<file path="src/design/fbph_pkg.sv">
// Shared types and constants for the float bit pattern histogram.
// Stand-alone package; every design file imports it.
package fbph_pkg;

    localparam int TOTAL_BITS = 48;
    localparam int BIN_OUT_BITS = 32;
    localparam int FUNC_BITS = 2;
    localparam int CFG_IDX_BITS = 2;
    localparam int CFG_DATA_BITS = 12;
    localparam int BASE_BITS = 12;
    localparam int READ_BITS = 12;

    // Function codes on the input channel
    localparam logic [FUNC_BITS-1:0] FUNC_COUNT = 2'd0;
    localparam logic [FUNC_BITS-1:0] FUNC_READ  = 2'd1;
    localparam logic [FUNC_BITS-1:0] FUNC_CLEAR = 2'd2;

    // Configuration register indexes
    localparam logic [CFG_IDX_BITS-1:0] CFG_MODE = 2'd0;
    localparam logic [CFG_IDX_BITS-1:0] CFG_BASE = 2'd1;

    // Operation handed from the front end to the back end
    typedef enum logic [1:0] {
        OP_NOP   = 2'd0,
        OP_COUNT = 2'd1,
        OP_READ  = 2'd2,
        OP_CLEAR = 2'd3
    } op_t;

    localparam int OP_BITS = $bits(op_t);

    // Back-end sequencer states
    typedef enum logic [1:0] {
        ST_CLEAR = 2'd0,
        ST_IDLE  = 2'd1,
        ST_EXEC  = 2'd2
    } back_state_t;

    // Status from the back end to the front end
    typedef struct packed {
        logic clearing;
    } back_stat_t;

endpackage

</file>
<file path="src/design/fbph_queue.sv">
// Two-entry queue decoupling the front end from the back end.
// Depends on fbph_pkg for the house import only.
module fbph_queue #(
    parameter int WIDTH = 14
) (
    input  logic             clk,
    input  logic             rst_n,
    input  logic             push,
    input  logic [WIDTH-1:0] push_data,
    output logic             space,
    input  logic             pop,
    output logic             not_empty,
    output logic [WIDTH-1:0] pop_data
);
    import fbph_pkg::*;

    logic [WIDTH-1:0] entry_reg [2];
    logic             wr_ptr_reg;
    logic             rd_ptr_reg;
    logic [1:0]       count_reg;
    logic [1:0]       count_next;

    assign space     = (count_reg != 2'd2);
    assign not_empty = (count_reg != 2'd0);
    assign pop_data  = entry_reg[rd_ptr_reg];

    always_comb
    begin
        count_next = count_reg;
        if (push && !pop)
            count_next = count_reg + 2'd1;
        else if (pop && !push)
            count_next = count_reg - 2'd1;
    end

    always_ff @(posedge clk)
    begin
        if (push)
            entry_reg[wr_ptr_reg] <= push_data;
    end

    always_ff @(posedge clk or negedge rst_n)
    begin
        if (!rst_n)
        begin
            wr_ptr_reg <= 1'b0;
            rd_ptr_reg <= 1'b0;
            count_reg  <= 2'd0;
        end
        else
        begin
            if (push)
                wr_ptr_reg <= ~wr_ptr_reg;
            if (pop)
                rd_ptr_reg <= ~rd_ptr_reg;
            count_reg <= count_next;
        end
    end

endmodule

</file>
<file path="config.mk">
export PLATFORM = sky130hd
export DESIGN_NAME = fbph_queue
export DESIGN_NICKNAME = d
export VERILOG_FILES = /design/src/design/fbph_pkg.sv /design/src/design/fbph_queue.sv
export SDC_FILE = /design/constraint.sdc
export NUM_CORES = 1
export LEC_CHECK = 0
export BUFFER_PORTS_ARGS = -buffer_cell sky130_fd_sc_hd__buf_2
export CELL_PAD_IN_SITES_DETAIL_PLACEMENT = 0
export CELL_PAD_IN_SITES_GLOBAL_PLACEMENT = 1
export CORE_MARGIN = 1
export CORE_UTILIZATION = 42
export CTS_CLUSTER_DIAMETER = 120
export DETAILED_ROUTE_END_ITERATION = 10
export PLACE_DENSITY = 0.8
export SETUP_SLACK_MARGIN = 0.4
export SLEW_MARGIN = 10
export SYNTH_ARGS = -nofsm -noshare
export SYNTH_HDL_FRONTEND = slang
export SYNTH_SLANG_ARGS = --single-unit
</file>
<file path="constraint.sdc">
create_clock -name clk -period 1.7 [get_ports clk]
set_clock_uncertainty 0.05 [all_clocks]
set_input_delay 0.085 -clock clk [delete_from_list [all_inputs] [get_ports clk]]
set_output_delay 0.085 -clock clk [all_outputs]
set_load 0.01 [all_outputs]
</file>
Word-level counts from Yosys, hierarchy flattened. Memories as Yosys holds them, arrays and structs flattened. Cells that the tools add are included.

Memories: 1. Memory bits (read-only): 0. Latch bits: 0. Bits in writable memories: 28. Logic and storage cells: 19. Register bits: 4. Input bits: 18.

Add/sub/neg operators: 2. $mul: 0. Div/mod/pow operators: 0. Reductions and logical operators: 6. $lt $le $gt $ge: 0. Muxes and demuxes: 4. Equality and inequality tests: 1. Bitwise logic cells: 2. Shift-type cells: 0.

Memory list: entry_reg (depth 2, bits a word 14, rd ports 1, clocked after memory_dff 0, wr ports 1, RTL line fbph_queue.sv:17) `logic [WIDTH-1:0] entry_reg [2];`.

Operators by type and width (number): 2-to-1 mux 2 bit (2); nonzero test 2 bit (2); adder 2 x 1 -> 2 bit (second input constant) (1); logical AND 1 bit (2); logical NOT 1 bit (2); 2-to-1 mux 1 bit (2); != test 2 bit (second input constant) (1); inverter 1 bit (2); subtractor 2 x 1 -> 2 bit (second input constant) (1).

Longest topological paths before layout. Gate-level depths: netlist (run 1).

Word-level depth: 4. Gate-level depth with buffers: 5. Depth with buffers taken out: 5.

Least setup slack after synthesis (run 1). No wires, ideal clock.

Path kind: flip-flop to flip-flop. From: register wr_ptr_reg. To: memory entry_reg[0][0] (enable). Buffers on the path: 0. Path slack: 0.213 ns. Data required time: 1.264 ns. Arrival: 1.051 ns. Clock period less this slack: 1.487 ns. Stages on the path, launching flop included: 2. Setup time: 0.386 ns. Cell sequence: dfrtp_1 -> nor2b_1.

RTL lines: from (decl) (RTL line fbph_queue.sv:18) `logic wr_ptr_reg;`; from (signal assigned) (RTL line fbph_queue.sv:53) `wr_ptr_reg <= ~wr_ptr_reg;`; to (decl) (RTL line fbph_queue.sv:17).

Straight into the memory's write port.

Final worst setup path (run 1).
From: register rd_ptr_reg. To: output port pop_data[6].

Longest elaborated chain between the ends: 1.

Ends and longest elaborated chain: from (decl) (RTL line fbph_queue.sv:19) `logic rd_ptr_reg;`; from (signal assigned) (RTL line fbph_queue.sv:55) `rd_ptr_reg <= ~rd_ptr_reg;`; memory read (2 x 14 bit); to (decl) (RTL line fbph_queue.sv:13) `output logic [WIDTH-1:0] pop_data`.

Every way passes these cells.

==> results of run 1 <==
[power breakdown]
part | total, mW | internal (mW) | leakage (nW) | switching [mW]
Clock | 0.408 | 0.161 | 0.0293 | 0.247
Combinational | 1.29 | 0.817 | 0.466 | 0.475
Sequential | 1.14 | 1.06 | 0.308 | 0.0813
Total | 2.84 | 2.04 | 0.804 | 0.803
[cell usage in the layout, fill, tap and decap left out, drive strengths merged]
| cell | n |
|---|---|
| and2 | 1 |
| buf | 44 |
| clkbuf | 7 |
| clkinv | 1 |
| dfrtp | 4 |
| dlygate4sd3 | 17 |
| edfxtp | 28 |
| ha | 1 |
| inv | 1 |
| mux2 | 14 |
| nand2b | 1 |
| nor2 | 1 |
| nor2b | 1 |
| or2 | 1 |
| xnor2 | 1 |
| xor2 | 4 |
[routing by layer]
metal / vias up / wire length, um / GRT usage (%)
li1: 355 / - / -
met1: 351 / 891 / 18.4
met2: 22 / 1250 / 26.9
met3: 5 / 86 / 4.84
met4: 0 / 40 / 10.5
met5: - / 0 / 0
[logic make-up after synthesis]
family | count (synthesis) | synth area share [%]
buffers and inverters | 3 | 2.80
multiplexers | 14 | 15.3
XOR/XNOR | 5 | 3.50
AND/OR/NAND/NOR | 5 | 2.30
flip-flops | 32 | 75.1
adder cells (fa/ha/maj) | 1 | 0.999
[per-stage QoR]
stage                     instances  area [um2]  power [mW]
after global placement          127        1480        1.96
after floorplan                  60        1250        1.73
after global routing            158        1890        2.98
after CTS                       157        1850        2.77
after detailed placement        127        1480        1.99
final                           158        1890        2.84
[area by class of cell]
| cell class | instances | area, um2 |
|---|---|---|
| inverter | 1 | 3.75 |
| tap | 31 | 38.8 |
| clock buffer | 7 | 45.0 |
| multi-input combinational | 25 | 313 |
| timing repair buffer | 61 | 539 |
| fill | 197 | 895 |
| sequential | 32 | 942 |
| clock inverter | 1 | 5.00 |
[timing repair]
item / in CTS / in global routing
setup endpoints to repair: 15 / 18
hold buffers: 17 / 0
resized for setup: 22 / 6
endpoints found under the hold margin: 34 / 0
cloned: 0 / 0
buffers inserted: 5 / 1
[path summary, 6_finish.rpt]
| path | from | cells past startpoint | endpoint |
|---|---|---|---|
| worst max-delay path | rd_ptr_reg$_DFFE_PN0P_ | 3 | pop_data[6] |
| max in group asynchronous | rst_n | 2 | rd_ptr_reg$_DFFE_PN0P_ |
| worst max register to register | wr_ptr_reg$_DFFE_PN0P_ | 2 | entry_reg[1][2]$_DFFE_PP_ |
| worst min-delay path | rst_n | 2 | count_reg[0]$_DFFE_PN0P_ |
| worst min register to register | wr_ptr_reg$_DFFE_PN0P_ | 1 | wr_ptr_reg$_DFFE_PN0P_ |
| min in group clk | push_data[7] | 2 | entry_reg[1][7]$_DFFE_PP_ |
[critical path: stages (launching register included)]
cell,delay [ns]
dfrtp_2,0.45
buf_6,0.15
mux2_4,0.30
buf_6,0.12
==> impl_metrics.tcl, run 1 <==
set metrics [dict create \
    critPathCaptureType "primary output" \
    ys_types 15 \
    syn-num-nets 79 \
    synth.top_cell.area_share_pct 67.1 \
    drc 0 \
    min_path_type "in2async" \
    hold-worst-slack_ns 0.0303 \
    start_util_pct 45.0 \
    num_rows 19 \
    place_ws_ns 0.392 \
    gp_congestion 0.640 \
    drtAntennaViolNets 0 \
    seq_area_frac_synth_pct 75.1 \
    utilization_pct 67.8 \
    maxSlewViolCount 0 \
    finalNetCount 145 \
    cp-start-kind "register" \
    fin_ws_ns 0.230 \
    crit_fanout 5 \
    antenna_found_initial 0 \
    worst_pin_slew_ns 0.230 \
    clk_pin_slew_ns 0.10 \
    synthTopCellsByArea "edfxtp_1, mux2_4, dfrtp_1, mux2_2, xor2_1" \
    r2r_setup_slack_ns 0.46 \
    synth.avg_cell_area_um2 20.9 \
    grt_max_degree 11 \
    rsz0062_at_grt "true" \
    min_period_over_period_pct 86.5 \
    synth_edf_count 28 \
    drive_above_1_share_pct 53.5 \
    vias 733 \
    clkLatencyLatePin_ns 0.32 \
    setup_viol 0 \
    power_density_nw_per_um2 1500 \
    syn_inst 60 \
    clk_path_buf_depth 2 \
    slew_headroom_pct 84.7 \
    drtIter0Drc 16 \
    worstPathRequired_ns 1.56 \
    cts-htree-levels 2 \
    largest_reg_flops 28 \
    viasPerCell 4.64 \
    routed_wl_um 2270 \
    yosysWarnings 0 \
    ys_seq_elements 32 \
    yosysTopAreaCell "edfxtp_1" \
    ys_top_cells_by_count "edfxtp_1, mux2_4, mux2_2" \
    grt_pass1_vias 782 \
    drt-pass1-iter-count 4 \
    die_height_um 56.6 \
    period_minus_slack_ns 1.47 \
    cp.arrival_ns 1.34 \
    synth_top_flop_cell "edfxtp_1" \
    die_area_um2 3200 \
    cts_root_buf "clkbuf_4" \
    synth_area_um2 1250 \
    grt-ovfl-total 0 \
    die_w_um 56.6 \
    status "completed" \
    yosysMostFrequentCell "edfxtp_1" \
    cts_sinks 32 \
    ys_async_sr_fraction_pct 12.5 \
    hold_viol 0 \
    dp_hpwl_um 1430 \
    ir_drop_uv 986 \
    ios 34 \
    area_growth_pct 50.6 \
    cts_made_buffers 5 \
    wl_per_cell_um 14.4 \
    n_antenna_cell 0 \
    leakagePower_nw 0.804 \
    max_freq_ghz 0.680 \
    cts_tree "yes" \
    setup_tns_ns 0 \
    numPortBuffers 33 \
    grt_pass1_wl_um 3660 \
    max_cap_violations 0 \
    grt_use_total_pct 16.3 \
    core_um2 2780 \
    setup.worst_path.class "reg2out" \
]
Power figures use the tool's default switching activity.
==> run 2: changes to the inputs <==
--- a/config.mk
+++ b/config.mk
@@ -13,6 +13,7 @@
 export CTS_CLUSTER_DIAMETER = 120
 export DETAILED_ROUTE_END_ITERATION = 10
 export PLACE_DENSITY = 0.8
+export RECOVER_POWER = 100
 export SETUP_SLACK_MARGIN = 0.4
 export SLEW_MARGIN = 10
 export SYNTH_ARGS = -nofsm -noshare
==> run 2 against run 1 <==
  * Wire length is 0.26% lower
  * Combinational power is 11% lower
  * Largest cell class unchanged
  * Core utilization is 2.6 points lower
  * Count of clock-buffer cells in the layout stayed put
  * Flip-flop and latch count stayed put
  * Clock power hardly changed
  * Hold slack better by 0.045 ns
  * Die area stayed put
  * Non-clock buffer count stayed put
  * Setup slack worse by 0.056 ns
  * Fmax is 3.6% lower
==> impl_metrics.tcl, run 2 (same netlist as run 1, synthesis figures left out) <==
set metrics [dict create \
    cp_top_family "flip-flops" \
    hold_viol 0 \
    clk_pin_slew_ns 0.10 \
    cp_cell_sequence "clkbuf_1 > mux2_4 > buf_6" \
    slew_headroom_pct 59.7 \
    largest_reg_flops 28 \
    die_height_um 56.6 \
    layout_commonest_cell "edfxtp_1" \
    min_path_type "in2async" \
    r2r_cells 2 \
    grt_max_degree 11 \
    critPathCaptureType "primary output" \
    multi_input_area_um2 269 \
    period_minus_slack_ns 1.53 \
    finalNetCount 145 \
    final_cell_mix "edfxtp_1, buf_6, dlygate4sd3_1, clkbuf_1, mux2_1" \
    cts_tree "yes" \
    worst_pin_slew_ns 0.603 \
    cts-htree-levels 2 \
    finalPower_mw 2.68 \
    critical-path-max-stage-delay_ns 0.42 \
    drt-pass1-iter-count 4 \
    cp_slowest_cell "dfrtp_1" \
    path_depth 3 \
    leakagePower_nw 0.721 \
    status "completed" \
    rsz0062_at_grt "true" \
    max_cap_violations 0 \
    setup.worst_path.class "reg2out" \
    r2r_start "wr_ptr_reg$_DFFE_PN0P_" \
    drive_above_1_share_pct 34.6 \
    max_freq_ghz 0.655 \
    die_area_um2 3200 \
    cts_made_buffers 5 \
    numPortBuffers 33 \
    filler_cell_count 218 \
    maxSlewViolCount 0 \
    grt_pass1_vias 782 \
    cp-start-kind "register" \
    min_period_over_period_pct 89.7 \
    cts_sinks 32 \
    grt_pass1_wl_um 3660 \
    r2r_setup_slack_ns 0.25 \
    antenna_found_initial 0 \
    layout.cells.non_filler 158 \
    core_um2 2780 \
    drtIter0Drc 19 \
    routed_wl_um 2270 \
    cts_root_buf "clkbuf_4" \
    dp.cells 127 \
    clkLatencyLatePin_ns 0.32 \
    gp_congestion 0.640 \
    drtAntennaViolNets 0 \
    worstPathRequired_ns 1.56 \
    viasPerCell 4.65 \
    cp_num_buf_inv 2 \
    num_rows 19 \
    ios 34 \
    wl_per_cell_um 14.3 \
    start_util_pct 45.0 \
    grt_use_total_pct 16.3 \
    area_growth_pct 44.9 \
    placed_cell_area_um2 1480 \
    clk_path_buf_depth 2 \
    regArea_um2 941 \
    cp.arrival_ns 1.39 \
    rr_endpoint "entry_reg[0][5]$_DFFE_PP_" \
    drc 0 \
    crit_fanout 4 \
    dp_hpwl_um 1430 \
    n_antenna_cell 0 \
    vias 735 \
    die_w_um 56.6 \
    power_density_nw_per_um2 1480 \
    ir_drop_uv 940 \
    setup_tns_ns 0 \
    grt-ovfl-total 0 \
    design_area_um2 1810 \
    setup_viol 0 \
]
## run 2: what timing repair did
item / in CTS / in global routing
resized for setup: 22 / 6
setup buffers: 5 / 1
hold buffers: 17 / 0
endpoints found under the setup margin: 15 / 18
hold endpoints to repair: 34 / 0
## run 2: how the worst max path moves through the flow
stage | end | start
floorplan | entry_reg[0][0]$_DFFE_PP_ | wr_ptr_reg$_DFFE_PN0P_
global placement | pop_data[6] | rd_ptr_reg$_DFFE_PN0P_
detailed placement | pop_data[2] | rd_ptr_reg$_DFFE_PN0P_
CTS | pop_data[2] | rd_ptr_reg$_DFFE_PN0P_
global route | pop_data[0] | rd_ptr_reg$_DFFE_PN0P_
finish | pop_data[10] | rd_ptr_reg$_DFFE_PN0P_
## run 2: layer usage
| layer | routed length [um] | share of wire (%) | vias up | GRT usage [%] |
|---|---|---|---|---|
| li1 | - | - | 360 | - |
| met1 | 903 | 40 | 346 | 18.4 |
| met2 | 1220 | 54 | 24 | 26.9 |
| met3 | 106 | 4.7 | 5 | 4.84 |
| met4 | 38 | 1.7 | 0 | 10.5 |
| met5 | 0 | 0 | - | 0 |
## run 2: final cells by class
cell class / instances / share of cell area (%)
Sequential cell: 32 / 51.9
Timing Repair Buffer: 61 / 28.2
Multi-Input combinational cell: 25 / 14.8
Clock buffer: 7 / 2.48
Tap cell: 31 / 2.14
Clock inverter: 1 / 0.276
Inverter: 1 / 0.207
## run 2: per-stage QoR
| stage | hold slack [ns] | utilization (%) | setup WS [ns] |
|---|---|---|---|
| 5_1_grt | 0.0791 | 65.2 | 0.0958 |
| 3_5_place_dp | -0.151 | 53.1 | 0.392 |
| 3_3_place_gp | -0.153 | 53.1 | 0.418 |
| 6_report | 0.0756 | 65.2 | 0.174 |
| 4_1_cts | 0.00950 | 66.5 | 0.204 |
| 2_1_floorplan | -0.261 | - | 0.461 |
## run 2: power by group
group | internal (mW) | switching, mW | leakage [nW]
clock | 0.161 | 0.245 | 0.0293
combinational | 0.685 | 0.463 | 0.382
sequential | 1.06 | 0.0670 | 0.309
==> run 3: changes to the inputs <==
--- a/config.mk
+++ b/config.mk
@@ -12,6 +12,7 @@
 export CORE_UTILIZATION = 42
 export CTS_CLUSTER_DIAMETER = 120
 export DETAILED_ROUTE_END_ITERATION = 10
+export MAX_ROUTING_LAYER = met4
 export PLACE_DENSITY = 0.8
 export RECOVER_POWER = 100
 export SETUP_SLACK_MARGIN = 0.4
==> constraint.sdc (replaced) <==
create_clock -name clk -period 1.6 [get_ports clk]
set_clock_uncertainty 0.05 [all_clocks]
set_input_delay 0.08 -clock clk [delete_from_list [all_inputs] [get_ports clk]]
set_output_delay 0.08 -clock clk [all_outputs]
set_load 0.01 [all_outputs]
==> run 3 against run 2 <==
  * Critical path depth stayed put
  * Non-clock buffer count is 3 lower
  * Combinational power hardly changed
  * Global-route usage is 0.24 points lower
  * Setup slack worse by 0.088 ns
  * Largest cell class unchanged
  * Highest routed layer unchanged
==> impl_metrics.tcl, run 3 (same netlist as run 1, synthesis figures left out) <==
set metrics [dict create \
    dp_hpwl_um 1270 \
    grt_util_met2_pct 27.4 \
    multi_input_area_um2 294 \
    r2r_cells 2 \
    grt_use_total_pct 16.1 \
    period_minus_slack_ns 1.51 \
    maxSlewViolCount 0 \
    gp_congestion 0.665 \
    setup_viol 0 \
    slew_headroom_pct 74.8 \
    crit_fanout 7 \
    r2r_start "wr_ptr_reg$_DFFE_PN0P_" \
    grt_pass1_wl_um 3520 \
    leakagePower_nw 0.708 \
    r2r_setup_slack_ns 0.22 \
    viasPerCell 4.66 \
    clk_pin_slew_ns 0.09 \
    drt-pass1-iter-count 4 \
    layout_commonest_cell "edfxtp_1" \
    regArea_um2 942 \
    max_freq_ghz 0.661 \
    final_cell_mix "edfxtp_1, clkbuf_1, dlygate4sd3_1, mux2_4, clkbuf_2" \
    die_height_um 56.6 \
    rr_endpoint "entry_reg[1][10]$_DFFE_PP_" \
    cts-htree-levels 2 \
    finalNetCount 142 \
    status "completed" \
    cts_sinks 32 \
    min_path_type "in2async" \
    filler_cell_count 217 \
    cts_made_buffers 5 \
    critPathCaptureType "primary output" \
    cp_top_family "flip-flops" \
    worst_pin_slew_ns 0.378 \
    use_met3_pct 7.14 \
    min_period_over_period_pct 94.6 \
    antenna_found_initial 0 \
    cp_slowest_cell "dfrtp_2" \
    critical-path-max-stage-delay_ns 0.45 \
    ir_drop_uv 1070 \
    cp_cell_sequence "buf_4 > mux2_4 > clkbuf_2" \
    area_growth_pct 40.7 \
    rsz0062_at_grt "true" \
    cts_tree "yes" \
    core_um2 2780 \
    num_rows 19 \
    numPortBuffers 33 \
    ios 34 \
    placed_cell_area_um2 1470 \
    setup_tns_ns 0 \
    hold-worst-slack_ns 0.0827 \
    design_area_um2 1760 \
    die_w_um 56.6 \
    vias 723 \
    clk_path_buf_depth 2 \
    worstPathRequired_ns 1.47 \
    n_antenna_cell 0 \
    drtIter0Drc 9 \
    die_area_um2 3200 \
    start_util_pct 45.0 \
    hold_viol 0 \
    drive_above_1_share_pct 38.7 \
    max_cap_violations 0 \
    wl_per_cell_um 14.6 \
    cp_num_buf_inv 2 \
    drtAntennaViolNets 0 \
    cp-start-kind "register" \
    setup.worst_path.class "reg2out" \
    power_density_nw_per_um2 1590 \
    cp.arrival_ns 1.38 \
    clkLatencyLatePin_ns 0.31 \
    startpoint "rd_ptr_reg$_DFFE_PN0P_" \
    grt_max_degree 15 \
    drc 0 \
    met1_usage_pct 15.2 \
    cts_root_buf "clkbuf_4" \
    largest_reg_flops 28 \
    grt_pass1_vias 811 \
    grt.busiest_layer "met2" \
    grt-ovfl-total 0 \
    routed_wl_um 2270 \
]
-- run 3: worst register-to-register path: cells and delay by family (launching register included) --
| family | cells | cell delay (ns) |
|---|---|---|
| DFF | 1 | 0.38 |
| and+or+nand+nor | 1 | 0.28 |
| buffers and inverters | 1 | 0.35 |
-- run 3: area by class of cell --
| type | count | area share, % |
|---|---|---|
| Clock buffer | 8 | 3.34 |
| Inverter | 1 | 0.213 |
| Multi-Input combinational cell | 25 | 16.7 |
| Sequential cell | 32 | 53.5 |
| Tap cell | 31 | 2.20 |
| Timing Repair Buffer | 58 | 24.1 |
-- run 3: metrics by stage --
| stage | std cells | utilization, % | setup WS [ns] | power, mW |
|---|---|---|---|---|
| floorplan | 60 | - | 0.366 | 1.85 |
| global placement | 124 | 52.9 | 0.391 | 2.09 |
| detailed placement | 124 | 52.9 | 0.378 | 2.12 |
| CTS | 153 | 63.1 | 0.0726 | 2.74 |
| global route | 155 | 63.3 | 0.0238 | 2.96 |
| finish | 155 | 63.3 | 0.0862 | 2.80 |
-- run 3: routing by layer --
layer,share of wire [%],up-vias
met3,5.7,2
met2,56,25
met1,38,350
met5,0,-
li1,-,346
met4,0.62,0
-- run 3: worst max-delay path by stage --
stage / to / slack [ns] / cells past startpoint
6_report: pop_data[9] / 0.09 / 3
5_1_grt: pop_data[5] / 0.02 / 3
4_1_cts: pop_data[8] / 0.07 / 3
3_5_place_dp: entry_reg[1][5]$_DFFE_PP_ / 0.38 / 2
3_3_place_gp: entry_reg[0][6]$_DFFE_PP_ / 0.39 / 1
2_1_floorplan: entry_reg[1][0]$_DFFE_PP_ / 0.37 / 1
-- run 3: report_power, final --
part / total, mW / switching, mW / internal, mW
Clock: 0.461 / 0.244 / 0.217
Sequential: 1.21 / 0.0826 / 1.13
Combinational: 1.13 / 0.477 / 0.654
-- run 3: what timing repair did --
action / 4_1_cts / 5_1_grt
endpoints found under the setup margin: 40 / 17
pin swaps: 1 / 1
gates resized for setup: 3 / 22
buffers inserted: 4 / 1
endpoints found under the hold margin: 34 / 0
gates cloned: 0 / 1
hold buffers: 17 / 0
