[config.mk]
export PLATFORM = sky130hd
export DESIGN_NAME = fbph_front
export DESIGN_NICKNAME = d
export VERILOG_FILES = /design/src/design/fbph_pkg.sv /design/src/design/fbph_front.sv
export SDC_FILE = /design/constraint.sdc
export NUM_CORES = 1
export LEC_CHECK = 0
export BUFFER_PORTS_ARGS = -buffer_cell sky130_fd_sc_hd__buf_2
export CORE_UTILIZATION = 30
export DETAILED_ROUTE_END_ITERATION = 6
export MAX_ROUTING_LAYER = met4
export PLACE_DENSITY_LB_ADDON = 0.25
export SLEW_MARGIN = 20
export SYNTH_ARGS = -nofsm -noshare
export SYNTH_HDL_FRONTEND = slang
export SYNTH_SLANG_ARGS = --single-unit
[constraint.sdc]
create_clock -name clk -period 1.3 [get_ports clk]
set_input_delay 0.065 -clock clk [delete_from_list [all_inputs] [get_ports clk]]
set_output_delay 0.065 -clock clk [all_outputs]
set_load 0.02 [all_outputs]
[src/design/fbph_pkg.sv]
// Shared types and constants for the float bit pattern histogram.
// Stand-alone package; every design file imports it.
package fbph_pkg;

    localparam int TOTAL_BITS = 48;
    localparam int BIN_OUT_BITS = 32;
    localparam int FUNC_BITS = 2;
    localparam int CFG_IDX_BITS = 2;
    localparam int CFG_DATA_BITS = 12;
    localparam int BASE_BITS = 12;
    localparam int READ_BITS = 12;

    // Function codes on the input channel
    localparam logic [FUNC_BITS-1:0] FUNC_COUNT = 2'd0;
    localparam logic [FUNC_BITS-1:0] FUNC_READ  = 2'd1;
    localparam logic [FUNC_BITS-1:0] FUNC_CLEAR = 2'd2;

    // Configuration register indexes
    localparam logic [CFG_IDX_BITS-1:0] CFG_MODE = 2'd0;
    localparam logic [CFG_IDX_BITS-1:0] CFG_BASE = 2'd1;

    // Operation handed from the front end to the back end
    typedef enum logic [1:0] {
        OP_NOP   = 2'd0,
        OP_COUNT = 2'd1,
        OP_READ  = 2'd2,
        OP_CLEAR = 2'd3
    } op_t;

    localparam int OP_BITS = $bits(op_t);

    // Back-end sequencer states
    typedef enum logic [1:0] {
        ST_CLEAR = 2'd0,
        ST_IDLE  = 2'd1,
        ST_EXEC  = 2'd2
    } back_state_t;

    // Status from the back end to the front end
    typedef struct packed {
        logic clearing;
    } back_stat_t;

endpackage

[src/design/fbph_front.sv]
// Front end: configuration registers, input acceptance and sample classification.
// Depends on fbph_pkg.
module fbph_front #(
    parameter int BUCKET_BITS = 12,
    parameter int SUB_BITS    = 12,
    parameter int STORE_BITS  = 12
) (
    input  logic                                 clk,
    input  logic                                 rst_n,
    input  logic                                 cfg_we,
    input  logic [fbph_pkg::CFG_IDX_BITS-1:0]    cfg_index,
    input  logic [fbph_pkg::CFG_DATA_BITS-1:0]   cfg_data,
    input  logic                                 in_valid,
    output logic                                 in_ready,
    input  logic [fbph_pkg::FUNC_BITS-1:0]       func,
    input  logic [63:0]                          sample,
    input  logic [fbph_pkg::READ_BITS-1:0]       bin,
    input  fbph_pkg::back_stat_t                 back_stat,
    input  logic                                 q_space,
    output logic                                 q_push,
    output logic [fbph_pkg::OP_BITS+STORE_BITS-1:0] q_data
);
    import fbph_pkg::*;

    localparam int CMP_BITS = (BUCKET_BITS > BASE_BITS) ? BUCKET_BITS : BASE_BITS;

    logic                 mode_reg;
    logic [BASE_BITS-1:0] base_reg;
    logic [10:0]          exp_f;
    logic                 kept;
    logic                 hit;
    logic [BUCKET_BITS-1:0] top_f;
    logic [SUB_BITS-1:0]  sub_f;
    op_t                  op;
    logic [STORE_BITS-1:0] idx;

    always_ff @(posedge clk or negedge rst_n)
    begin
        if (!rst_n)
        begin
            mode_reg <= 1'b0;
            base_reg <= '0;
        end
        else if (cfg_we)
        begin
            unique case (cfg_index)
                CFG_MODE: mode_reg <= cfg_data[0];
                CFG_BASE: base_reg <= cfg_data[BASE_BITS-1:0];
                default:  ;
            endcase
        end
    end

    // Keep zeros and normals; drop subnormals, infinities and NaNs
    always_comb
    begin
        exp_f = sample[62:52];
        top_f = sample[63 -: BUCKET_BITS];
        sub_f = sample[63-BUCKET_BITS -: SUB_BITS];
        if (exp_f == 11'd0)
            kept = (sample[51:0] == 52'd0);
        else
            kept = (exp_f != 11'h7FF);
        hit = kept && (!mode_reg || (CMP_BITS'(top_f) == CMP_BITS'(base_reg)));
    end

    always_comb
    begin
        op  = OP_NOP;
        idx = '0;
        unique case (func)
            FUNC_COUNT:
            begin
                op  = hit ? OP_COUNT : OP_NOP;
                idx = mode_reg ? STORE_BITS'(sub_f) : STORE_BITS'(top_f);
            end
            FUNC_READ:
            begin
                op  = OP_READ;
                idx = STORE_BITS'(bin);
            end
            FUNC_CLEAR: op = OP_CLEAR;
            default:    op = OP_NOP;
        endcase
    end

    assign in_ready = q_space && !back_stat.clearing;
    assign q_push   = in_valid && in_ready;
    assign q_data   = {op, idx};

endmodule

### After elaboration in Yosys (flattened, before gate mapping)

Index checks and enable logic that the tools add are counted.

| storage, ports and cells | value |
|---|---|
| flip-flop bits (word level) | 13 |
| input port bits | 98 |
| output and inout bits | 16 |
| logic and storage cells | 24 |

| cells by class | value |
|---|---|
| equality and inequality tests | 5 |
| muxes and demuxes | 5 |
| reductions and logical operators | 12 |

Operators with widths:

| operator | number |
|---|---|
| $logic_not 52->1 | 1 |
| $pmux 12 s2 | 1 |
| $eq 12x12->1 | 1 |
| $mux 12 | 1 |
| $logic_not 11->1 | 1 |
| $ne 11x11->1 const B | 1 |
| $pmux 2 s3 | 1 |
| $eq 2x1->1 const B | 2 |
| $logic_not 2->1 | 2 |
| $reduce_and 2->1 | 2 |
| $logic_and 1x1->1 | 3 |
| $eq 2x2->1 const B | 1 |
| $logic_not 1->1 | 2 |
| $mux 1 | 2 |
| $logic_or 1x1->1 | 1 |

### Depth between registers and ports, before layout

Gate-level depths: netlist of the first run.

| logic depth | value |
|---|---|
| depth in word-level cells | 5 |
| mapped depth | 5 |

### Least setup slack after synthesis of the first run

OpenSTA, ideal clock, no wires.

| timing path | value |
|---|---|
| path kind | reg-to-output |
| from | register mode_reg |
| to | output q_data[0] (netlist bit) |
| data arrival time | 1,200 ps |
| required time | 1,235 ps |
| setup slack | 35 ps |
| stages on the path, launching flop included | 4 |
| path buffers | 1 |
| path through | dfrtp_1 buf_2 mux2_2 a22o_1 |

| on the way | value |
|---|---|
| longest elaborated chain between the ends | 2 |

Ends and longest elaborated chain:

| what | line | text |
|---|---|---|
| start: declaration | fbph_front.sv:27 | `logic mode_reg;` |
| start signal: assignment | fbph_front.sv:47 | `CFG_MODE: mode_reg <= cfg_data[0];` |
| $mux 12 | fbph_front.sv:75 | `idx = mode_reg ? STORE_BITS'(sub_f) : STORE_BITS'(top_f);` |
| $pmux 12 s2 | fbph_front.sv:71 | `unique case (func)` |
| end: declaration | fbph_front.sv:21 | `output logic [fbph_pkg::OP_BITS+STORE_BITS-1:0] q_data` |

Every way passes these cells.

### Worst setup path after layout of the first run

| timing path | value |
|---|---|
| from | register base_reg[1] |
| to | output q_data[12] (netlist bit) |

| on the way | value |
|---|---|
| longest elaborated chain between the ends | 5 |

Ends and longest elaborated chain:

| what | line | text |
|---|---|---|
| start: declaration | fbph_front.sv:28 | `logic [BASE_BITS-1:0] base_reg;` |
| start signal: assignment | fbph_front.sv:48 | `CFG_BASE: base_reg <= cfg_data[BASE_BITS-1:0];` |
| $eq 12x12->1 | fbph_front.sv:64 | `hit = kept && (!mode_reg \|\| (CMP_BITS'(top_f) == CMP_BITS'(base_reg)));` |
| $logic_or 1x1->1 | fbph_front.sv:64 |  |
| $logic_and 1x1->1 | fbph_front.sv:64 |  |
| $mux 1 | fbph_front.sv:74 | `op = hit ? OP_COUNT : OP_NOP;` |
| $pmux 2 s3 | fbph_front.sv:71 |  |

Every way passes these cells.

==> impl_metrics.env, run 1 <==
export IMPL_drive_gt1_share_pct=67.7
export IMPL_root_buffer="clkbuf_8"
export IMPL_reg2reg_slack_ns=0.39
export IMPL_hold_violations=0
export IMPL_vias=1391
export IMPL_largest_reg_flops=12
export IMPL_viasPerCell=4.95
export IMPL_syn_to_final_growth_pct=80.7
export IMPL_syn_inst=106
export IMPL_yosysWarnings=0
export IMPL_rows=21
export IMPL_htreeDepth=1
export IMPL_crit_end="q_data[12]"
export IMPL_maxCapViolations=0
export IMPL_portBuffers=113
export IMPL_fin_util_pct=58.5
export IMPL_p_leak_nw=1.01
export IMPL_final_nets=336
export IMPL_fin_ws_ns=-0.298
export IMPL_cts_sinks=13
export IMPL_place_congestion=0.836
export IMPL_ir_worst_vdd_uv=673
export IMPL_worstHoldStart="cfg_data[5]"
export IMPL_routed_wl_um=3870
export IMPL_yosysTopAreaCell="dfrtp_1"
export IMPL_wl_per_cell_um=13.8
export IMPL_drt_iter0_markers=33
export IMPL_critPathRequiredTime_ns=1.24
export IMPL_fin_crit_ns=1.60
export IMPL_antenna_found_initial=0
export IMPL_r2r_start="mode_reg"
export IMPL_finalClockSkew_ns=0
export IMPL_cp_start_kind="flop"
export IMPL_violations="setup timing"
export IMPL_maxSlewViolCount=0
export IMPL_grt_pass1_vias=1365
export IMPL_clkLatencyLatePin_ns=0.24
export IMPL_dieArea_um2=3990
export IMPL_start_util_pct=32.4
export IMPL_dr_pass1_iters=4
export IMPL_die_w_um=63.2
export IMPL_netlist_area_leader_share_pct=29.0
export IMPL_cp_startpoint="base_reg[1]"
export IMPL_drc_errors=0
export IMPL_layout_common_cells="buf_2 (100), buf_6 (15), dfrtp_1 (13), buf_4 (13)"
export IMPL_n_antenna_cell=0
export IMPL_period_share_pct=123
export IMPL_p_per_area_nw_per_um2=813
export IMPL_path_max_fanout=2
export IMPL_avgSynthCellArea_um2=10.6
export IMPL_synthTopCellsByArea="dfrtp_1 (29%), mux2_2 (22%), a22o_1 (9.4%)"
export IMPL_grt_max_degree=14
export IMPL_hpwl_um=3260
export IMPL_relSlewSlack_pct=71.9
export IMPL_cts_max_path_buffers=2
export IMPL_grt_usage_pct=20.2
export IMPL_fmax_mhz=626
export IMPL_pre_cts_ws_ns=-0.262
export IMPL_cts_tree="done"
export IMPL_die_height_um=63.2
export IMPL_cts_clk_slew_worst_paths_ns=0.05
export IMPL_grt_overflow=0
export IMPL_worst_slew_pin_slew_ns=0.421
export IMPL_synth_cell_types=23
export IMPL_ff2ff_path_depth=2
export IMPL_timing_rr_end="mode_reg"
export IMPL_cp_arrival_ns=1.53
export IMPL_coreArea_um2=3470
export IMPL_cp_end_kind="output port"
export IMPL_seq_area_frac_synth_pct=29.0
export IMPL_rsz0062_at_grt="true"
export IMPL_io_pins=114
export IMPL_syn_area_um2=1120
export IMPL_min_path_type="input port to flop"
export IMPL_postCtsSetupRepairBufs=0
export IMPL_ant_nets=0
export IMPL_ys_ff_latch=13
export IMPL_status="finished, violations left"
export IMPL_setup_viol=13
export IMPL_critical_path_class="flop to output port"
export IMPL_cts_made_buffers=3
export IMPL_layout_commonest_cell="buf_2"
export IMPL_grt_pass1_wl_um=6230
export IMPL_synth_fp_nets=206
[area by class of cell]
class	count	area, um2
well taps	46	57.6
fillers	327	1440
clock buffers	4	45.0
inverters	2	7.51
flip-flops and latches	13	325
multi-input cells	87	818
repair buffers	129	777
[report_power, final]
part           internal [mW]  total (mW)  switching, mW  leakage [nW]
Combinational          0.466       0.765          0.300         0.834
Clock                  0.216       0.352          0.136        0.0228
Sequential             0.483       0.533         0.0505         0.154
[cells by family (layout without fill, tap and decap cells)]
group / after synthesis / in the layout / synth area share (%)
AOI/OAI and AO/OA: 16 / 16 / 12.4
DFF: 13 / 13 / 29.0
muxes: 25 / 25 / 25.1
and+or+nand+nor: 32 / 32 / 19.8
buffers and inverters: 6 / 135 / 2.23
adders and majority gates: 2 / 2 / 2.23
xor gates and xnor gates: 12 / 12 / 9.35
[worst min path at each step]
stage / to / slack, ns / cells after the start
after floorplan: base_reg[0] / -0.23 / 0
after global placement: base_reg[3] / -0.03 / 1
after detailed placement: base_reg[11] / -0.04 / 1
after CTS: base_reg[5] / 0.04 / 2
after global routing: base_reg[10] / 0.05 / 2
final: base_reg[5] / 0.05 / 2
[critical path: stages (launching register included)]
cell,delay (ns)
dfrtp_1,0.39
xnor2_1,0.15
nand4_1,0.11
o31ai_1,0.25
o211ai_1,0.17
o21ai_2,0.09
buf_6,0.13
[per-layer routing]
layer	track usage [%]	part of all wire, %
met1	24.7	42
met5	-	0
met4	6.82	1.2
met2	34.5	49
met3	2.17	7.4
[cells in the mapped netlist, drive strengths merged]
cell     n
a22o    12
and2     1
buf      2
clkbuf   2
dfrtp   13
ha       2
inv      2
mux2    25
nand2    1
nand3    3
nand3b   1
nand4    7
nor2b    1
nor3     1
nor3b    1
nor4    16
o211ai   1
o21ai    1
o311a    1
o31ai    1
xnor2   12
[timing repair]
action	in CTS	in global routing
gates resized for setup	40	0
pin swaps	2	0
setup endpoints to repair	13	13
endpoints found under the hold margin	13	0
hold buffers	1	0
[through the flow]
step           hold WS, ns  cells  power, mW  area, um2  setup TNS [ns]
3_5_place_dp       -0.0372    276       1.20       1840          -0.262
2_1_floorplan       -0.231    106      0.902       1120               0
4_1_cts             0.0414    281       1.67       2030           -2.37
5_1_grt             0.0483    281       1.76       2030           -3.08
3_3_place_gp       -0.0348    276       1.19       1840          -0.263
6_report            0.0477    281       1.65       2030           -2.35
No activity file was read; power rests on OpenSTA's default activity.
==> inputs of run 2 (changes only) <==
ABC_AREA = 1   (was default)
==> run 2 against run 1 <==
Net effect: the flow still finishes with violations (setup timing); clock power fell by 3%; register-to-register slack got worse by 0.21 ns; final area is 3.6% higher; sequential share of layout area shrank 0.50 points; via count up 16%; highest routed layer unchanged; synthesized cell count increased by 82%.
==> impl_metrics.env, run 2 <==
export IMPL_status="finished, violations left"
export IMPL_violations="setup timing"
export IMPL_fin_ws_ns=-0.119
export IMPL_netlist_area_leader_share_pct=25.6
export IMPL_setup_viol=8
export IMPL_fin_crit_ns=1.42
export IMPL_portBuffers=113
export IMPL_period_share_pct=109
export IMPL_grt_pass1_wl_um=5800
export IMPL_cts_made_buffers=3
export IMPL_dr_max_layer_used="met4"
export IMPL_synth_async_reset_ratio_pct=100
export IMPL_ant_nets=0
export IMPL_pwr_share_seq_pct=32.4
export IMPL_p_total_mw=1.68
export IMPL_clockPowerShare_pct=20.3
export IMPL_htreeDepth=1
export IMPL_synth_edf_count=0
export IMPL_cp_end_kind="output port"
export IMPL_clkLatencyLatePin_ns=0.23
export IMPL_combPwrFrac_pct=47.3
export IMPL_timing_rr_end="mode_reg"
export IMPL_nFillCells=420
export IMPL_synthMostInstantiatedCell="nor2_1"
export IMPL_place_inst=353
export IMPL_die_w_um=67.1
export IMPL_worstHoldStart="cfg_data[4]"
export IMPL_met1_length_um=1610
export IMPL_dr_wl_met2_um=2090
export IMPL_layout_common_cells="buf_2 (100), nor2_1 (51), nand2_1 (42), o21ai_1 (16), inv_1 (14)"
export IMPL_cts_sinks=13
export IMPL_die_height_um=67.1
export IMPL_critical_path_class="flop to output port"
export IMPL_rows=23
export IMPL_synth_commonest_cells="nor2_1 (55), nand2_1 (42), o21ai_0 (26)"
export IMPL_switching_share_pct=32.5
export IMPL_finalClockSkew_ns=0
export IMPL_hold_end="base_reg[4]"
export IMPL_ys_ff_latch=13
export IMPL_pre_cts_ws_ns=0.0992
export IMPL_ys_flop_type="dfrtp_1"
export IMPL_worst_slew_pin_slew_ns=0.279
export IMPL_synthTopCellsByArea="dfrtp_1 (26%), nor2_1 (16%), nand2_1 (12%)"
export IMPL_syn_inst=193
export IMPL_dr_pass1_iters=4
export IMPL_fin_area_um2=2100
export IMPL_root_buffer="clkbuf_8"
export IMPL_hold_violations=0
export IMPL_largest_reg_flops=12
export IMPL_rsz0062_at_grt="true"
export IMPL_ff2ff_path_depth=5
export IMPL_syn_area_um2=1270
export IMPL_final_nets=415
export IMPL_cp_arrival_ns=1.35
export IMPL_antenna_found_initial=0
export IMPL_p_per_area_nw_per_um2=797
export IMPL_yosysTopAreaCell="dfrtp_1"
export IMPL_drt_iter0_markers=16
export IMPL_coreArea_um2=4030
export IMPL_synth_cell_types=19
export IMPL_drive_gt1_share_pct=48.1
export IMPL_cts_max_path_buffers=2
export IMPL_multiInputGateArea_um2=912
export IMPL_io_pins=114
export IMPL_dpl_cell_area_um2=1890
export IMPL_cts_tree="done"
export IMPL_min_path_type="input port to flop"
export IMPL_dieArea_um2=4500
export IMPL_cts_clk_slew_worst_paths_ns=0.05
export IMPL_wl_per_cell_um=11.1
export IMPL_register_area_um2=327
export IMPL_synth_fp_nets=293
export IMPL_grt_usage_pct=17.7
export IMPL_n_antenna_cell=0
export IMPL_viasPerCell=4.44
export IMPL_cp_startpoint="base_reg[3]"
export IMPL_grt_pass1_vias=1363
export IMPL_finalNonFillerCells=364
export IMPL_hold_depth=2
export IMPL_r2r_start="mode_reg"
export IMPL_layout_commonest_cell="buf_2"
export IMPL_cp_start_kind="flop"
export IMPL_reg2reg_slack_ns=0.18
export IMPL_p_leak_nw=1.11
export IMPL_yosysWarnings=0
export IMPL_avgSynthCellArea_um2=6.59
export IMPL_power_switching_mw=0.545
export IMPL_path_max_fanout=2
export IMPL_ir_worst_vdd_uv=669
export IMPL_power_internal_mw=1.13
export IMPL_wl_met3_um=329
export IMPL_hpwl_um=3320
export IMPL_maxSlewViolCount=0
export IMPL_drc_errors=0
export IMPL_grt_max_degree=14
export IMPL_routed_wl_um=4040
export IMPL_critPathRequiredTime_ns=1.24
export IMPL_relSlewSlack_pct=81.4
export IMPL_seq_area_frac_synth_pct=25.6
export IMPL_start_util_pct=31.6
export IMPL_syn_to_final_growth_pct=65.6
export IMPL_fmax_mhz=704
export IMPL_grt_overflow=0
export IMPL_maxCapViolations=0
export IMPL_vias=1617
export IMPL_place_congestion=0.753
[run 2: cell families (layout without fill, tap and decap cells)]
kind of cell / Yosys count / in the layout / synth area share [%]
flip-flops: 13 / 13 / 25.6
buffers and inverters: 20 / 141 / 6.69
AO/OA/AOI/OAI: 28 / 28 / 11.1
AND/OR/NAND/NOR: 107 / 107 / 34.3
XOR/XNOR: 12 / 12 / 8.27
multiplexers: 11 / 11 / 12.1
adder cells (fa/ha/maj): 2 / 2 / 1.97
[run 2: power groups by stage]
stage	Clock, mW	Combinational, mW	Sequential, mW
CTS	0.346	0.737	0.540
floorplan	0	0.388	0.531
detailed placement	0	0.648	0.543
global route	0.371	0.874	0.552
finish	0.341	0.793	0.542
global placement	0	0.645	0.538
[run 2: worst max path at each step]
stage | end | cells after the start | slack (ns)
6_report | q_data[12] | 8 | -0.12
4_1_cts | q_data[12] | 8 | -0.14
2_1_floorplan | q_data[0] | 4 | 0.05
5_1_grt | q_data[12] | 8 | -0.29
3_3_place_gp | q_data[12] | 8 | 0.11
3_5_place_dp | q_data[12] | 8 | 0.1
[run 2: routing by layer]
metal / up-vias / global-route usage, %
met5: - / -
met3: 2 / 2.91
met2: 67 / 33.5
met4: 0 / 5.85
li1: 859 / -
met1: 689 / 18.1
[run 2: worst max-delay path, cell delays in order (launching register included)]
cell	delay (ns)
dfrtp_1	0.39
xnor2_1	0.15
nand2_1	0.07
nor2_2	0.10
nand3_1	0.07
nand2_1	0.07
nand3_1	0.06
nand2_1	0.08
buf_6	0.11
[run 2: cell type report]
type	count	area share, %
Multi-Input combinational cell	160	43.3
Timing Repair Buffer	121	32.8
Sequential cell	13	15.5
Tap cell	50	2.97
Inverter	15	2.85
Clock buffer	4	2.14
Timing Repair inverter	1	0.357
[run 2: timing repair]
| action | 4_1_cts | 5_1_grt |
|---|---|---|
| buffers inserted | 4 | 1 |
| endpoints found under the hold margin | 13 | 0 |
| cloned | 1 | 0 |
| setup endpoints to repair | 13 | 13 |
| hold buffers | 1 | 0 |
| pin swaps | 3 | 14 |
| gates resized for setup | 36 | 26 |
[run 2: stage by stage]
stage	hold slack [ns]	util (%)	TNS, ns
6_report	0.0601	52.2	-0.328
5_1_grt	0.0534	52.2	-1.17
4_1_cts	0.0560	50.2	-0.607
3_5_place_dp	-0.0382	46.8	0
3_3_place_gp	-0.0331	46.8	0
2_1_floorplan	-0.231	-	0
==> inputs of run 3 (changes only) <==
REMOVE_ABC_BUFFERS = 1   (was default)
==> run 3 against run 2 <==
Net effect: the flow still finishes with violations (setup timing); hold slack worse by 0.019 ns; combinational power is 2% higher; core utilization hardly changed; sequential power is 0.9% lower.
==> impl_metrics.env, run 3 (synthesis results as in run 2) <==
export IMPL_layout_common_cells="buf_2 (101), nor2_1 (48), nand2_1 (42), buf_4 (18), inv_1 (14)"
export IMPL_violations="setup timing"
export IMPL_critical_path_class="flop to output port"
export IMPL_vias=1657
export IMPL_dr_pass1_iters=4
export IMPL_maxCapViolations=0
export IMPL_drc_errors=0
export IMPL_nFillCells=451
export IMPL_grt_max_degree=14
export IMPL_final_nets=418
export IMPL_cts_max_path_buffers=2
export IMPL_antenna_found_initial=0
export IMPL_fin_ws_ns=-0.137
export IMPL_fin_util_pct=52.3
export IMPL_setup_viol=11
export IMPL_clkLatencyLatePin_ns=0.25
export IMPL_worst_slew_pin_slew_ns=0.297
export IMPL_multiInputGateArea_um2=907
export IMPL_reg2reg_slack_ns=0.21
export IMPL_maxSlewViolCount=0
export IMPL_dieArea_um2=4500
export IMPL_coreArea_um2=4030
export IMPL_cts_tree="done"
export IMPL_cts_clk_slew_worst_paths_ns=0.06
export IMPL_holdWs_ns=0.0411
export IMPL_p_per_area_nw_per_um2=810
export IMPL_grt_pass1_vias=1391
export IMPL_largest_reg_flops=12
export IMPL_cts_sinks=13
export IMPL_finalClockSkew_ns=0
export IMPL_cp_start_kind="flop"
export IMPL_pre_cts_ws_ns=0.0983
export IMPL_root_buffer="clkbuf_8"
export IMPL_place_inst=353
export IMPL_grt_pass1_wl_um=5850
export IMPL_min_path_type="input port to flop"
export IMPL_timing_rr_end="mode_reg"
export IMPL_cts_made_buffers=3
export IMPL_grt_usage_pct=17.8
export IMPL_hpwl_um=3360
export IMPL_cp_end_kind="output port"
export IMPL_r2r_start="mode_reg"
export IMPL_finalNonFillerCells=367
export IMPL_layout_commonest_cell="buf_2"
export IMPL_grt_overflow=0
export IMPL_ir_worst_vdd_uv=678
export IMPL_drt_iter0_markers=26
export IMPL_portBuffers=113
export IMPL_drive_gt1_share_pct=48.9
export IMPL_wl_per_cell_um=11.1
export IMPL_worstHoldStart="cfg_data[4]"
export IMPL_die_w_um=67.1
export IMPL_period_share_pct=111
export IMPL_hold_depth=2
export IMPL_fmax_mhz=696
export IMPL_critPathRequiredTime_ns=1.24
export IMPL_register_area_um2=327
export IMPL_ff2ff_path_depth=5
export IMPL_start_util_pct=31.6
export IMPL_viasPerCell=4.51
export IMPL_status="finished, violations left"
export IMPL_relSlewSlack_pct=80.2
export IMPL_place_congestion=0.770
export IMPL_path_max_fanout=2
export IMPL_die_height_um=67.1
export IMPL_htreeDepth=1
export IMPL_p_total_mw=1.71
export IMPL_routed_wl_um=4070
export IMPL_n_antenna_cell=0
export IMPL_hold_end="base_reg[4]"
export IMPL_cp_arrival_ns=1.37
export IMPL_hold_violations=0
export IMPL_rows=23
export IMPL_rsz0062_at_grt="true"
export IMPL_io_pins=114
export IMPL_fin_crit_ns=1.44
export IMPL_ant_nets=0
export IMPL_syn_to_final_growth_pct=65.6
export IMPL_p_leak_nw=1.11
run 3: cell types whose count changed in the layout (fill, tap and decap cells not counted), sizes merged:
cell    change
clkinv      +1
buf         +3
clkbuf      -1
run 3: metrics by stage:
step	TNS [ns]	cell area (um2)
final	-0.429	2110
after global routing	-1.20	2110
after CTS	-0.595	2010
after detailed placement	0	1890
after global placement	0	1890
after floorplan	-0.148	1240
run 3: metal layers:
layer / wire length (um) / vias up / track usage [%]
met2: 2040 / 70 / 33.1
met3: 353 / 4 / 2.74
met5: 0 / - / -
met4: 38 / 0 / 5.59
met1: 1630 / 717 / 19.0
li1: - / 866 / -
run 3: power by group:
part	total [mW]	internal (mW)	leakage, nW	switching (mW)
clock	0.365	0.212	0.0255	0.153
sequential	0.537	0.482	0.153	0.0547
combinational	0.805	0.439	0.935	0.366
run 3: worst max-delay path by stage:
stage	startpoint	endpoint	slack (ns)	depth (start not counted)
after floorplan	mode_reg	q_data[0]	-0.01	3
after global placement	func[1]	q_data[10]	0.10	6
after detailed placement	func[1]	q_data[6]	0.1	6
after CTS	base_reg[2]	q_data[12]	-0.17	8
after global routing	base_reg[7]	q_data[12]	-0.27	8
final	base_reg[2]	q_data[12]	-0.14	8
run 3: area by class of cell:
| cell class | instances | area share (%) |
|---|---|---|
| flip-flops and latches | 13 | 15.5 |
| inverters | 15 | 2.85 |
| clock inverters | 1 | 0.238 |
| repair inverters | 1 | 0.357 |
| repair buffers | 124 | 33.0 |
| multi-input cells | 160 | 43.1 |
| clock buffers | 3 | 1.96 |
| well taps | 50 | 2.97 |
run 3: worst max-delay path, cell delays in order (launching register included):
cell	delay, ns
dfrtp_1	0.39
xnor2_1	0.13
nand2_1	0.08
nor2_2	0.12
nand3_1	0.08
nand2_1	0.06
nand3_1	0.07
nand2_1	0.08
buf_6	0.11
run 3: timing repair:
action / 4_1_cts / 5_1_grt
pin swaps: 5 / 13
buffers inserted: 3 / 5
hold endpoints to repair: 13 / 0
hold buffers: 1 / 0
endpoints found under the setup margin: 13 / 13
gates cloned: 1 / 0
gates resized for setup: 30 / 22
